## src/pcg32_pkg.sv

```systemverilog
// Types and constants shared by the generator's controller and datapath.
`default_nettype none

package pcg32_pkg;

   localparam logic [63:0] PCG_RESET  = 64'h853C_49E6_748F_EA9B;
   localparam logic [63:0] PCG_MULT   = 64'h5851_F42D_4C95_7F2D;
   localparam logic [63:0] PCG_INC    = 64'h1405_7B7E_F767_814F;
   localparam logic [63:0] MIX_GOLDEN = 64'h9E37_79B9_7F4A_7C15;
   localparam logic [63:0] MIX_K1     = 64'hBF58_476D_1CE4_E5B9;
   localparam logic [63:0] MIX_K2     = 64'h94D0_49BB_1331_11EB;

   localparam logic [1:0] OP_RESEED = 2'd0;
   localparam logic [1:0] OP_RAW    = 2'd1;
   localparam logic [1:0] OP_RANGE  = 2'd2;

   localparam int DIV_STEPS = 32;
   localparam int DIV_CNT_W = $clog2(DIV_STEPS);

   typedef enum logic [2:0] {
      ST_IDLE,
      ST_DISPATCH,
      ST_SEED_K1,
      ST_SEED_K2,
      ST_SEED_GOLD,
      ST_DRAW_MUL,
      ST_DIVIDE,
      ST_DONE
   } ctrl_state_type;

   typedef enum logic [1:0] {
      KC_MULT,
      KC_K1,
      KC_K2,
      KC_GOLD
   } mul_const_type;

   typedef enum logic [2:0] {
      POST_NONE,
      POST_MIX30,
      POST_MIX27,
      POST_SEED,
      POST_LCG
   } post_op_type;

   typedef struct packed {
      logic          load;
      logic          mul_en;
      logic [1:0]    mul_step;
      mul_const_type mul_const;
      post_op_type   post_op;
      logic          div_step;
      logic          finish;
   } dp_cmd_type;

   typedef struct packed {
      logic [1:0] op;
      logic       range_empty;
      logic       span_zero;
      logic       out_busy;
   } dp_status_type;

endpackage

`default_nettype wire

```

## src/pcg32_random_generator.sv

```systemverilog
// PCG32 XSH-RR generator with splitmix64 reseeding and a bounded-integer draw.
// One request at a time; the result sits in an output register, so the next
// request is taken while the previous result waits. A request passes through
// a decode state, then the shared 32x32 multiplier (once for a draw, three
// times for a reseed) and, for a range draw that is not the full 2^32 span,
// the remainder unit; an empty range or unused opcode goes straight from
// decode to loading the output register. The multiplier builds each 64-bit
// product from three partial products and then a step to fold the result back,
// and the remainder unit resolves one bit of raw mod span per cycle, 32 steps
// in all.
`default_nettype none

module pcg32_random_generator
   import pcg32_pkg::*;
(
   input  wire logic        clock,
   input  wire logic        reset,
   input  wire logic        req_tvalid,
   output logic             req_tready,
   input  wire logic [95:0] req_tdata,   // seed_value[31:0], range_low[63:32], range_high[95:64]
   input  wire logic [1:0]  req_tuser,   // op[1:0]
   output logic             rsp_tvalid,
   input  wire logic        rsp_tready,
   output logic [63:0]      rsp_tdata    // raw_value[31:0], int_value[63:32]
);

   dp_cmd_type    cmd;
   dp_status_type status;

   pcg32_ctrl u_ctrl (
      .clock      (clock),
      .reset      (reset),
      .req_tvalid (req_tvalid),
      .req_tready (req_tready),
      .status     (status),
      .cmd        (cmd)
   );

   pcg32_datapath u_datapath (
      .clock      (clock),
      .reset      (reset),
      .req_tdata  (req_tdata),
      .req_tuser  (req_tuser),
      .rsp_tvalid (rsp_tvalid),
      .rsp_tready (rsp_tready),
      .rsp_tdata  (rsp_tdata),
      .cmd        (cmd),
      .status     (status)
   );

endmodule

`default_nettype wire

```

## src/pcg32_ctrl.sv

```systemverilog
// Sequencer for the generator: steps the shared multiplier and the remainder unit.
`default_nettype none

module pcg32_ctrl
   import pcg32_pkg::*;
(
   input  wire logic          clock,
   input  wire logic          reset,
   input  wire logic          req_tvalid,
   output logic               req_tready,
   input  wire dp_status_type status,
   output dp_cmd_type         cmd
);

   ctrl_state_type         state_ff, state_in;
   logic [1:0]             step_ff, step_in;
   logic [DIV_CNT_W-1:0]   cnt_ff, cnt_in;

   always_ff @(posedge clock) begin
      if (reset) begin
         state_ff <= ST_IDLE;
         step_ff  <= 2'd0;
         cnt_ff   <= '0;
      end else begin
         state_ff <= state_in;
         step_ff  <= step_in;
         cnt_ff   <= cnt_in;
      end
   end

   always_comb begin
      state_in      = state_ff;
      step_in       = step_ff;
      cnt_in        = cnt_ff;
      req_tready    = 1'b0;
      cmd.load      = 1'b0;
      cmd.mul_en    = 1'b0;
      cmd.mul_step  = step_ff;
      cmd.mul_const = KC_MULT;
      cmd.post_op   = POST_NONE;
      cmd.div_step  = 1'b0;
      cmd.finish    = 1'b0;

      unique case (state_ff)
         ST_IDLE: begin
            req_tready = 1'b1;
            if (req_tvalid) begin
               cmd.load = 1'b1;
               step_in  = 2'd0;
               cnt_in   = '0;
               state_in = ST_DISPATCH;
            end
         end
         ST_DISPATCH: begin
            case (status.op)
               OP_RESEED: state_in = ST_SEED_K1;
               OP_RAW:    state_in = ST_DRAW_MUL;
               OP_RANGE:  state_in = status.range_empty ? ST_DONE : ST_DRAW_MUL;
               default:   state_in = ST_DONE;
            endcase
         end
         ST_SEED_K1: begin
            cmd.mul_const = KC_K1;
            cmd.mul_en    = (step_ff != 2'd3);
            step_in       = step_ff + 2'd1;
            if (step_ff == 2'd3) begin
               cmd.post_op = POST_MIX30;
               state_in    = ST_SEED_K2;
            end
         end
         ST_SEED_K2: begin
            cmd.mul_const = KC_K2;
            cmd.mul_en    = (step_ff != 2'd3);
            step_in       = step_ff + 2'd1;
            if (step_ff == 2'd3) begin
               cmd.post_op = POST_MIX27;
               state_in    = ST_SEED_GOLD;
            end
         end
         ST_SEED_GOLD: begin
            cmd.mul_const = KC_GOLD;
            cmd.mul_en    = (step_ff != 2'd3);
            step_in       = step_ff + 2'd1;
            if (step_ff == 2'd3) begin
               cmd.post_op = POST_SEED;
               state_in    = ST_DONE;
            end
         end
         ST_DRAW_MUL: begin
            cmd.mul_const = KC_MULT;
            cmd.mul_en    = (step_ff != 2'd3);
            step_in       = step_ff + 2'd1;
            if (step_ff == 2'd3) begin
               cmd.post_op = POST_LCG;
               // a full 2^32 span needs no remainder
               if (status.op == OP_RANGE && !status.span_zero) begin
                  state_in = ST_DIVIDE;
               end else begin
                  state_in = ST_DONE;
               end
            end
         end
         ST_DIVIDE: begin
            cmd.div_step = 1'b1;
            cnt_in       = cnt_ff + 1'b1;
            if (cnt_ff == DIV_CNT_W'(DIV_STEPS - 1)) begin
               state_in = ST_DONE;
            end
         end
         ST_DONE: begin
            // hold until the output register is free
            if (!status.out_busy) begin
               cmd.finish = 1'b1;
               state_in   = ST_IDLE;
            end
         end
         default: begin
            state_in = ST_IDLE;
         end
      endcase
   end

endmodule

`default_nettype wire

```

## src/pcg32_datapath.sv

```systemverilog
// Generator datapath: state, shared 32x32 multiplier, remainder unit and output register.
`default_nettype none

module pcg32_datapath
   import pcg32_pkg::*;
(
   input  wire logic        clock,
   input  wire logic        reset,
   input  wire logic [95:0] req_tdata,
   input  wire logic [1:0]  req_tuser,
   output logic             rsp_tvalid,
   input  wire logic        rsp_tready,
   output logic [63:0]      rsp_tdata,
   input  wire dp_cmd_type  cmd,
   output dp_status_type    status
);

   logic [63:0] state_ff, state_in;
   logic [63:0] work_ff, work_in;
   logic [63:0] acc_ff, acc_in;
   logic [1:0]  op_ff, op_in;
   logic [31:0] low_ff, low_in;
   logic [31:0] span_ff, span_in;
   logic        empty_ff, empty_in;
   logic [31:0] raw_ff, raw_in;
   logic [31:0] quot_ff, quot_in;
   logic [32:0] rem_ff, rem_in;
   logic        rsp_valid_ff, rsp_valid_in;
   logic [63:0] rsp_data_ff, rsp_data_in;

   logic [31:0] req_seed;
   logic [31:0] req_low;
   logic [31:0] req_high;
   logic [31:0] xsh_mixed;
   logic [63:0] xsh_rot;
   logic [31:0] xsh_out;
   logic [63:0] mul_k;
   logic [31:0] mul_a;
   logic [31:0] mul_b;
   logic [63:0] product;
   logic [32:0] rem_shift;
   logic [31:0] offset;
   logic [31:0] int_result;

   assign req_seed = req_tdata[31:0];
   assign req_low  = req_tdata[63:32];
   assign req_high = req_tdata[95:64];

   // XSH-RR output of the current state; rotate by duplicating the word
   assign xsh_mixed = 32'((state_ff ^ (state_ff >> 18)) >> 27);
   assign xsh_rot   = {xsh_mixed, xsh_mixed} >> state_ff[63:59];
   assign xsh_out   = xsh_rot[31:0];

   always_comb begin
      case (cmd.mul_const)
         KC_K1:   mul_k = MIX_K1;
         KC_K2:   mul_k = MIX_K2;
         KC_GOLD: mul_k = MIX_GOLDEN;
         default: mul_k = PCG_MULT;
      endcase
   end

   // step 0: lo*lo, step 1: lo*khi, step 2: hi*klo; upper cross terms fall off
   assign mul_a   = (cmd.mul_step == 2'd2) ? work_ff[63:32] : work_ff[31:0];
   assign mul_b   = (cmd.mul_step == 2'd1) ? mul_k[63:32] : mul_k[31:0];
   assign product = mul_a * mul_b;

   assign rem_shift = {rem_ff[31:0], quot_ff[31]};

   assign offset     = (span_ff == 32'd0) ? raw_ff : rem_ff[31:0];
   assign int_result = low_ff + offset;

   always_comb begin
      state_in     = state_ff;
      work_in      = work_ff;
      acc_in       = acc_ff;
      op_in        = op_ff;
      low_in       = low_ff;
      span_in      = span_ff;
      empty_in     = empty_ff;
      raw_in       = raw_ff;
      quot_in      = quot_ff;
      rem_in       = rem_ff;
      rsp_valid_in = rsp_valid_ff;
      rsp_data_in  = rsp_data_ff;

      if (cmd.load) begin
         op_in    = req_tuser;
         low_in   = req_low;
         span_in  = req_high - req_low + 32'd1;
         empty_in = ($signed(req_high) <= $signed(req_low));
         raw_in   = xsh_out;
         quot_in  = xsh_out;
         rem_in   = '0;
         work_in  = (req_tuser == OP_RESEED) ? ({32'd0, req_seed} ^ MIX_GOLDEN) : state_ff;
      end

      if (cmd.mul_en) begin
         if (cmd.mul_step == 2'd0) begin
            acc_in = product;
         end else begin
            acc_in[63:32] = acc_ff[63:32] + product[31:0];
         end
      end

      case (cmd.post_op)
         POST_MIX30: work_in  = acc_ff ^ (acc_ff >> 30);
         POST_MIX27: work_in  = acc_ff ^ (acc_ff >> 27);
         POST_SEED:  state_in = acc_ff ^ (acc_ff >> 31);
         POST_LCG:   state_in = acc_ff + PCG_INC;
         default:    ;
      endcase

      // one restoring step per cycle; only the remainder is kept
      if (cmd.div_step) begin
         quot_in = {quot_ff[30:0], 1'b0};
         if (rem_shift >= {1'b0, span_ff}) begin
            rem_in = rem_shift - {1'b0, span_ff};
         end else begin
            rem_in = rem_shift;
         end
      end

      if (rsp_valid_ff && rsp_tready) begin
         rsp_valid_in = 1'b0;
      end
      if (cmd.finish) begin
         rsp_valid_in = 1'b1;
         unique case (op_ff)
            OP_RAW: begin
               rsp_data_in = {32'd0, raw_ff};
            end
            OP_RANGE: begin
               if (empty_ff) begin
                  rsp_data_in = {low_ff, 32'd0};
               end else begin
                  rsp_data_in = {int_result, raw_ff};
               end
            end
            default: begin
               rsp_data_in = 64'd0;
            end
         endcase
      end
   end

   always_ff @(posedge clock) begin
      if (reset) begin
         state_ff     <= PCG_RESET;
         rsp_valid_ff <= 1'b0;
      end else begin
         state_ff     <= state_in;
         rsp_valid_ff <= rsp_valid_in;
      end
   end

   always_ff @(posedge clock) begin
      work_ff     <= work_in;
      acc_ff      <= acc_in;
      op_ff       <= op_in;
      low_ff      <= low_in;
      span_ff     <= span_in;
      empty_ff    <= empty_in;
      raw_ff      <= raw_in;
      quot_ff     <= quot_in;
      rem_ff      <= rem_in;
      rsp_data_ff <= rsp_data_in;
   end

   assign rsp_tvalid = rsp_valid_ff;
   assign rsp_tdata  = rsp_data_ff;

   assign status.op          = op_ff;
   assign status.range_empty = empty_ff;
   assign status.span_zero   = (span_ff == 32'd0);
   assign status.out_busy    = rsp_valid_ff && !rsp_tready;

endmodule

`default_nettype wire

```

## config.mk

```make
export PLATFORM = sky130hd
export DESIGN_NAME = pcg32_random_generator
export DESIGN_NICKNAME = d
export VERILOG_FILES = /design/src/pcg32_pkg.sv /design/src/pcg32_random_generator.sv /design/src/pcg32_ctrl.sv /design/src/pcg32_datapath.sv
export SDC_FILE = /design/constraint.sdc
export NUM_CORES = 2
export LEC_CHECK = 0
export BUFFER_PORTS_ARGS = -buffer_cell sky130_fd_sc_hd__clkbuf_2
export CORE_ASPECT_RATIO = 1.25
export CORE_UTILIZATION = 60
export CTS_BUF_LIST = sky130_fd_sc_hd__clkbuf_8
export CTS_CLUSTER_SIZE = 16
export DETAILED_ROUTE_END_ITERATION = 6
export GPL_TIMING_DRIVEN = 0
export HOLD_SLACK_MARGIN = 0.02
export PLACE_DENSITY = 0.78
export SLEW_MARGIN = 0
export SYNTH_ARGS = -nofsm -noshare
export SYNTH_HDL_FRONTEND = slang
export SYNTH_SLANG_ARGS = --single-unit
```

## constraint.sdc

```tcl
create_clock -name clock -period 11.8 [get_ports clock]
set_input_delay 1.77 -clock clock [delete_from_list [all_inputs] [get_ports clock]]
set_output_delay 1.77 -clock clock [all_outputs]
set_load 0.005 [all_outputs]
```

After elaboration in Yosys (flattened, before gate mapping)
Cells that the tools add are included.

Bits of input ports: 102. Output and inout port bits: 66. Bits in registers: 430. Word-level logic and storage cells: 128. ROM bits: 0. Memory bits (writable): 0. Memories kept: 0. Latch bits: 0.

Equality and inequality tests: 28. Order comparisons: 2. Reduce and logical (&&, ||, !) cells: 21. Bitwise operators: 5. Multipliers: 1. Shift operators: 1. Div/mod/pow operators: 0. $add $sub $neg: 8. Muxes and demuxes: 45.

Operators with widths (count): case mux 64 bit (2 select lines) (3); two-way mux 32 bit (9); two-way mux 64 bit (3); case mux 64 bit (3 select lines) (1); adder 32 bit (2); adder 64 x 61 -> 64 bit (second input constant) (1); multiplier 32 x 32 -> 64 bit (1); right shift 64 x 5 -> 32 bit (1); subtractor 32 bit (2); XOR 64 x 33 -> 64 bit (1); XOR 64 x 34 -> 64 bit (1); XOR 64 x 37 -> 64 bit (1); XOR 59 x 46 -> 59 bit (1); NOT 18 -> 38 bit (1); greater-or-equal comparator 33 x 32 -> 1 bit (1); adder 32 x 1 -> 32 bit (second input constant) (1); less-or-equal comparator 32 bit (1); logical NOT 32 bit (1); two-way mux 3 bit (8); case mux 3 bit (8 select lines) (1); case mux 5 bit (4 select lines) (1); equality test 3 bit (second input constant) (5); equality test 3 x 2 -> 1 bit (second input constant) (4); two-way mux 1 bit (11); 22 further kinds (49).

Depth between registers and ports, before layout
Depth in word-level cells: 9. Mapped depth: 46. Gate-level depth less buffers: 42.

Modules after synthesis
Synthesis repeated with hierarchy kept, for this count alone.

Cells, all modules: 6749. Area total of the unflattened synthesis: 61480.2 um^2.

By module, submodules not included: pcg32_datapath (cells an instance 6667, area an instance 60728.2 um^2, seq. area each 11951.5 um^2, instances 1); pcg32_ctrl (cells an instance 82, area an instance 752.0 um^2, seq. area each 200.2 um^2, instances 1).

Worst setup path after synthesis
No wires, ideal clock.

Path kind: register to register. From: register u_ctrl.state_ff[1]. To: register u_datapath.acc_ff[63] (data pin). Path buffers: 4. Setup slack: 1588 ps. Library setup time: 270 ps. Cell stages (with the launch flop): 44. Arrival time: 9942 ps. Path through: dfxtp_1 clkbuf_1 nand2b_1 o21ai_0 inv_1 ha_1 clkbuf_1 nand2b_1 or2_2 clkbuf_1 o21ai_1 clkbuf_1 nor2_1 fa_1 fa_1 fa_1 inv_1 fa_1 [8 not listed] inv_1 ha_1 a211oi_1 o31a_1 o22ai_1 a31oi_1 ha_1 nand4_1 inv_1 nand2_1 nor3_1 a31oi_1 a31oi_1 a21oi_1 o21a_1 o21ai_0 xnor2_1 mux2i_1.

Word-level cells in the longest chain between the ends: 8.

Ends and longest elaborated chain: start, declared (RTL line pcg32_ctrl.sv:15) `ctrl_state_type state_ff, state_in;`; start signal, assigned (RTL line pcg32_ctrl.sv:25) `state_ff <= state_in;`; equality test 3 bit or equality test 3 x 2 -> 1 bit (tied branches) (RTL line pcg32_ctrl.sv:44) `unique case (state_ff)`; case mux 5 bit (4 select lines) (*) (RTL line pcg32_ctrl.sv:44); equality test 2 bit or equality test 2 x 1 -> 1 bit (tied branches) (RTL line pcg32_datapath.sv:55) `case (cmd.mul_const)`; case mux 64 bit (3 select lines) (*) (RTL line pcg32_datapath.sv:55); two-way mux 32 bit (*) (RTL line pcg32_datapath.sv:65) `assign mul_b = (cmd.mul_step == 2'd1) ? mul_k[63:32] : mul_k[31:0];`; multiplier 32 x 32 -> 64 bit (*) (RTL line pcg32_datapath.sv:66) `assign product = mul_a * mul_b;`; net u_datapath.product[21] (RTL line pcg32_datapath.sv:40) `logic [63:0] product;`; adder 32 bit (*) (RTL line pcg32_datapath.sv:102) `acc_in[63:32] = acc_ff[63:32] + product[31:0];`; two-way mux 32 bit (*) (RTL line pcg32_datapath.sv:99) `if (cmd.mul_step == 2'd0) begin`; end signal, assigned (RTL line pcg32_datapath.sv:159) `acc_ff <= acc_in;`; end, declared (RTL line pcg32_datapath.sv:20) `logic [63:0] acc_ff, acc_in;`.

The timed path passes the listed nets; every way through them passes the cells marked *. A chain may end at the register's enable or synchronous reset.

Final worst setup path
From: register u_ctrl.state_ff[0]. To: register u_datapath.acc_ff[56] (data pin).

Word-level cells in the longest chain between the ends: 8.

Ends and longest elaborated chain (RTL line): equality test 3 bit or equality test 3 x 2 -> 1 bit (tied branches) (pcg32_ctrl.sv:44); case mux 5 bit (4 select lines) (*) (pcg32_ctrl.sv:44); equality test 2 bit or equality test 2 x 1 -> 1 bit (tied branches) (pcg32_datapath.sv:55); case mux 64 bit (3 select lines) (*) (pcg32_datapath.sv:55); two-way mux 32 bit (*) (pcg32_datapath.sv:65); multiplier 32 x 32 -> 64 bit (*) (pcg32_datapath.sv:66); adder 32 bit (pcg32_datapath.sv:102); two-way mux 32 bit (*) (pcg32_datapath.sv:99).

Every way passes the cells marked *; elsewhere a longest branch is shown, timed or not.

==> flow_metrics.py <==
metrics = {
    "logic_synthesis": {
        "ys_top_cells_by_area": "fa_1, edfxtp_1, ha_1, inv_1, nand2_1",
        "synth_area_sq_um": 60600,
        "ys_types": 72,
        "yosysSeqAreaShare_pct": 20.1,
        "synth_fp_nets": 8155,
        "synth_edf_count": 354,
        "synth_top_area_cell": "fa_1",
        "synth.top_cell.area_share_pct": 30.2,
        "ys_warn_count": 0,
        "synthCells": 6697,
        "ys_ff_latch": 430,
        "avgSynthCellArea_sq_um": 9.05,
        "synthArstFlopShare_pct": 0,
        "synth_flop_cell": "edfxtp_1",
    },
    "setup_path": {
        "path_common_cell": "fa_1",
        "crit_slowest_cell": "nor2_1",
        "crit_required_ns": 12.21,
        "crit_path_start_kind": "flip-flop",
        "worstPathArrival_ns": 12.09,
        "cp_slowest_stage_delay_ns": 0.91,
        "critPathMaxFanout": 10,
        "path_class": "flip-flop to flip-flop",
        "end_kind": "flip-flop",
        "reg2regPathDepth": 35,
    },
    "sta": {
        "setup-violations-final": 0,
        "skew_ns": 0.0421,
        "finalHoldViolations": 0,
        "final_max_slew_viol_count": 12,
        "worst_slew_pin_slew_ns": 1.60,
        "max-slew-margin-rel_pct": -6.57,
        "fin_crit_ns": 11.68,
        "fin_crit_sh_pct": 99.0,
        "fmax_ghz": 0.0856,
        "setup_tns_ns": 0,
    },
    "floorplan": {
        "coreArea_sq_um": 99600,
        "die_y_um": 357,
        "num_rows": 129,
        "dieArea_sq_um": 102000,
        "initial_core_util_pct": 60.8,
        "ioPinCount": 168,
        "die_w_um": 286,
    },
    "routing": {
        "vias": 51933,
        "post_drt_via_cell_ratio": 6.24,
        "drc": 0,
        "ant_nets": 0,
        "drt_iter0_drc": 6316,
        "drt-pass1-iter-count": 6,
        "wirelength_mm": 233,
        "wl_per_cell_um": 28.0,
    },
    "final_layout": {
        "nets": 8408,
        "area_growth_pct": 7.14,
        "drive_above_1_share_pct": 6.34,
        "fillers": 8580,
    },
    "hold_path": {
        "hold_class": "flip-flop to flip-flop",
        "hold_depth": 2,
    },
    "grt": {
        "antenna_found_initial": 10,
        "grt_max_degree": 66,
        "track_usage_pct": 46.0,
        "grt_pass1_wl_mm": 338,
        "grt_overflow": 0,
        "grt_pass1_vias": 52576,
    },
    "clocking": {
        "postCtsHoldBufs": 0,
        "cts_setup_buffers": 0,
        "tritoncts": "done",
        "clk-insertion-delay-late_ns": 0.68,
        "h-tree-depth": 3,
        "root_buffer": "clkbuf_8",
        "cts_buffer_depth": 3,
        "clk_pin_slew_ns": 0.07,
        "cts_buffers": 71,
        "clock-sinks": 430,
    },
    "run_status": {
        "status": "finished, violations left",
        "violations": "capacitance limit, slew limit",
    },
    "flow_run": {
        "cap_violations": 2,
    },
    "placed_design": {
        "port-buffer-count": 166,
        "globalplace.congestion": 1.08,
        "hpwl_mm": 192,
    },
}
## placed cells by master, fill, tap and decap left out, types with 38 or more instances in the layout
cell type and count:
inv_1 1148, fa_1 915, nand2_1 848, nor2_1 699
ha_1 441, edfxtp_1 354, a21oi_1 346, clkbuf_1 273
o21ai_0 194, clkbuf_2 183, xnor2_1 162, xor2_1 113
mux2i_1 96, a21o_1 96, nand3_1 88, clkbuf_8 78
dfxtp_1 74, mux2_2 66, nor3_1 61, o21bai_1 45
a31oi_1 40, a211oi_1 39, nor2b_1 38
## layout make-up
| type | count | area (sq um) | area share, % |
|---|---|---|---|
| buffer | 323 | 1270 | 1.95 |
| sequential | 430 | 12200 | 18.7 |
| clock buffer | 78 | 1070 | 1.65 |
| timing repair buffer | 185 | 1110 | 1.71 |
| multi-input combinational | 4792 | 43100 | 66.4 |
| clock inverter | 53 | 274 | 0.422 |
| antenna | 3 | 7.51 | 0.0116 |
| tap | 1310 | 1640 | 2.52 |
| inverter | 1147 | 4310 | 6.63 |
## routing by layer
layer	up-vias	share of wire, %	global-route usage [%]
li1	21992	-	-
met5	-	0.027	0
met2	3389	43	69.6
met4	8	8.1	30.4
met1	25672	36	57.6
met3	872	13	13.4
## stage by stage
stage	utilization [%]	std cells	setup WS (ns)	instance area, sq um	hold slack, ns
finish	65.2	8321	0.115	64900	0.459
global route	65.2	8319	-0.0149	64900	0.481
CTS	65.1	8321	0.0101	64800	0.459
detailed placement	63.7	8191	-1.06	63400	0.449
global placement	63.3	8173	-1.76	63100	0.439
floorplan	-	6697	1.59	60600	0.432
## path summary, 6_finish.rpt
path | startpoint | end | slack (ns)
max | u_ctrl.state_ff[0]$_SDFFE_PP0P_ | u_datapath.acc_ff[56]$_DFFE_PP_ | 0.12
min | u_datapath.state_ff[12]$_SDFFE_PP0P_ | u_datapath.state_ff[12]$_SDFFE_PP0P_ | 0.46
min reg2reg | u_datapath.state_ff[12]$_SDFFE_PP0P_ | u_datapath.state_ff[12]$_SDFFE_PP0P_ | 0.46
max reg2reg | u_ctrl.state_ff[0]$_SDFFE_PP0P_ | u_datapath.acc_ff[56]$_DFFE_PP_ | 0.12
## critical path: cells and delay by family, from the launching register on
family / cells / cell delay [ns]
buffers and inverters: 8 / 1.59
AND/OR/NAND/NOR: 4 / 1.55
AO/OA/AOI/OAI: 12 / 2.50
flip-flops: 1 / 0.62
XOR/XNOR: 1 / 0.27
adder cells (fa/ha/maj): 10 / 4.85
## timing repair
action                                  in CTS  in global routing
endpoints found under the setup margin      19                 16
gates resized for setup                     22                 55
gates cloned                                 0                  0
## cells in the mapped netlist (all sizes together), types with 14 or more instances
library cell / instances
clkinv: 14
o31ai: 23
nor3: 61
nand2b: 38
a21oi: 349
ha: 441
o211ai: 35
and2: 38
inv: 1133
mux2i: 107
mux2: 66
fa: 915
a21o: 96
nand4: 37
xnor2: 164
o21ai: 205
nor2b: 38
a211o: 34
o21a: 28
nor4: 24
buf: 33
dfxtp: 76
a31oi: 41
o21bai: 45
edfxtp: 354
clkbuf: 295
nand3: 88
a211oi: 39
a22o: 33
nor2: 706
and3: 25
xor2: 114
nand2: 851
a21boi: 18
## cells by family (layout without fill, tap and decap cells)
| group | Yosys count | in the layout | share of synthesized area (%) |
|---|---|---|---|
| and+or+nand+nor | 1961 | 1961 | 13.6 |
| buffers and inverters | 1475 | 1786 | 9.14 |
| adders and majority gates | 1356 | 1356 | 39.3 |
| AOI/OAI and AO/OA | 1014 | 1014 | 10.5 |
| DFF | 430 | 430 | 20.1 |
| xor gates and xnor gates | 278 | 278 | 4.02 |
| muxes | 183 | 183 | 3.37 |
| other | 0 | 3 | 0 |
## state kept, by name (all words and copies together) (netlist names)
signal / count
u_datapath.rsp_tdata: 64
u_datapath.work_ff: 64
u_datapath.rsp_tvalid: 1
u_ctrl.step_ff: 2
u_datapath.raw_ff: 32
u_datapath.span_ff: 32
u_datapath.low_ff: 32
u_datapath.acc_ff: 64
u_datapath.op_ff: 2
u_ctrl.cnt_ff: 5
u_datapath.quot_ff: 32
u_ctrl.state_ff: 3
u_datapath.empty_ff: 1
u_datapath.state_ff: 64
u_datapath.rem_ff: 32
Power is not shown: default switching activity piles up to over one toggle a cycle in this logic, so the estimate is an artifact.
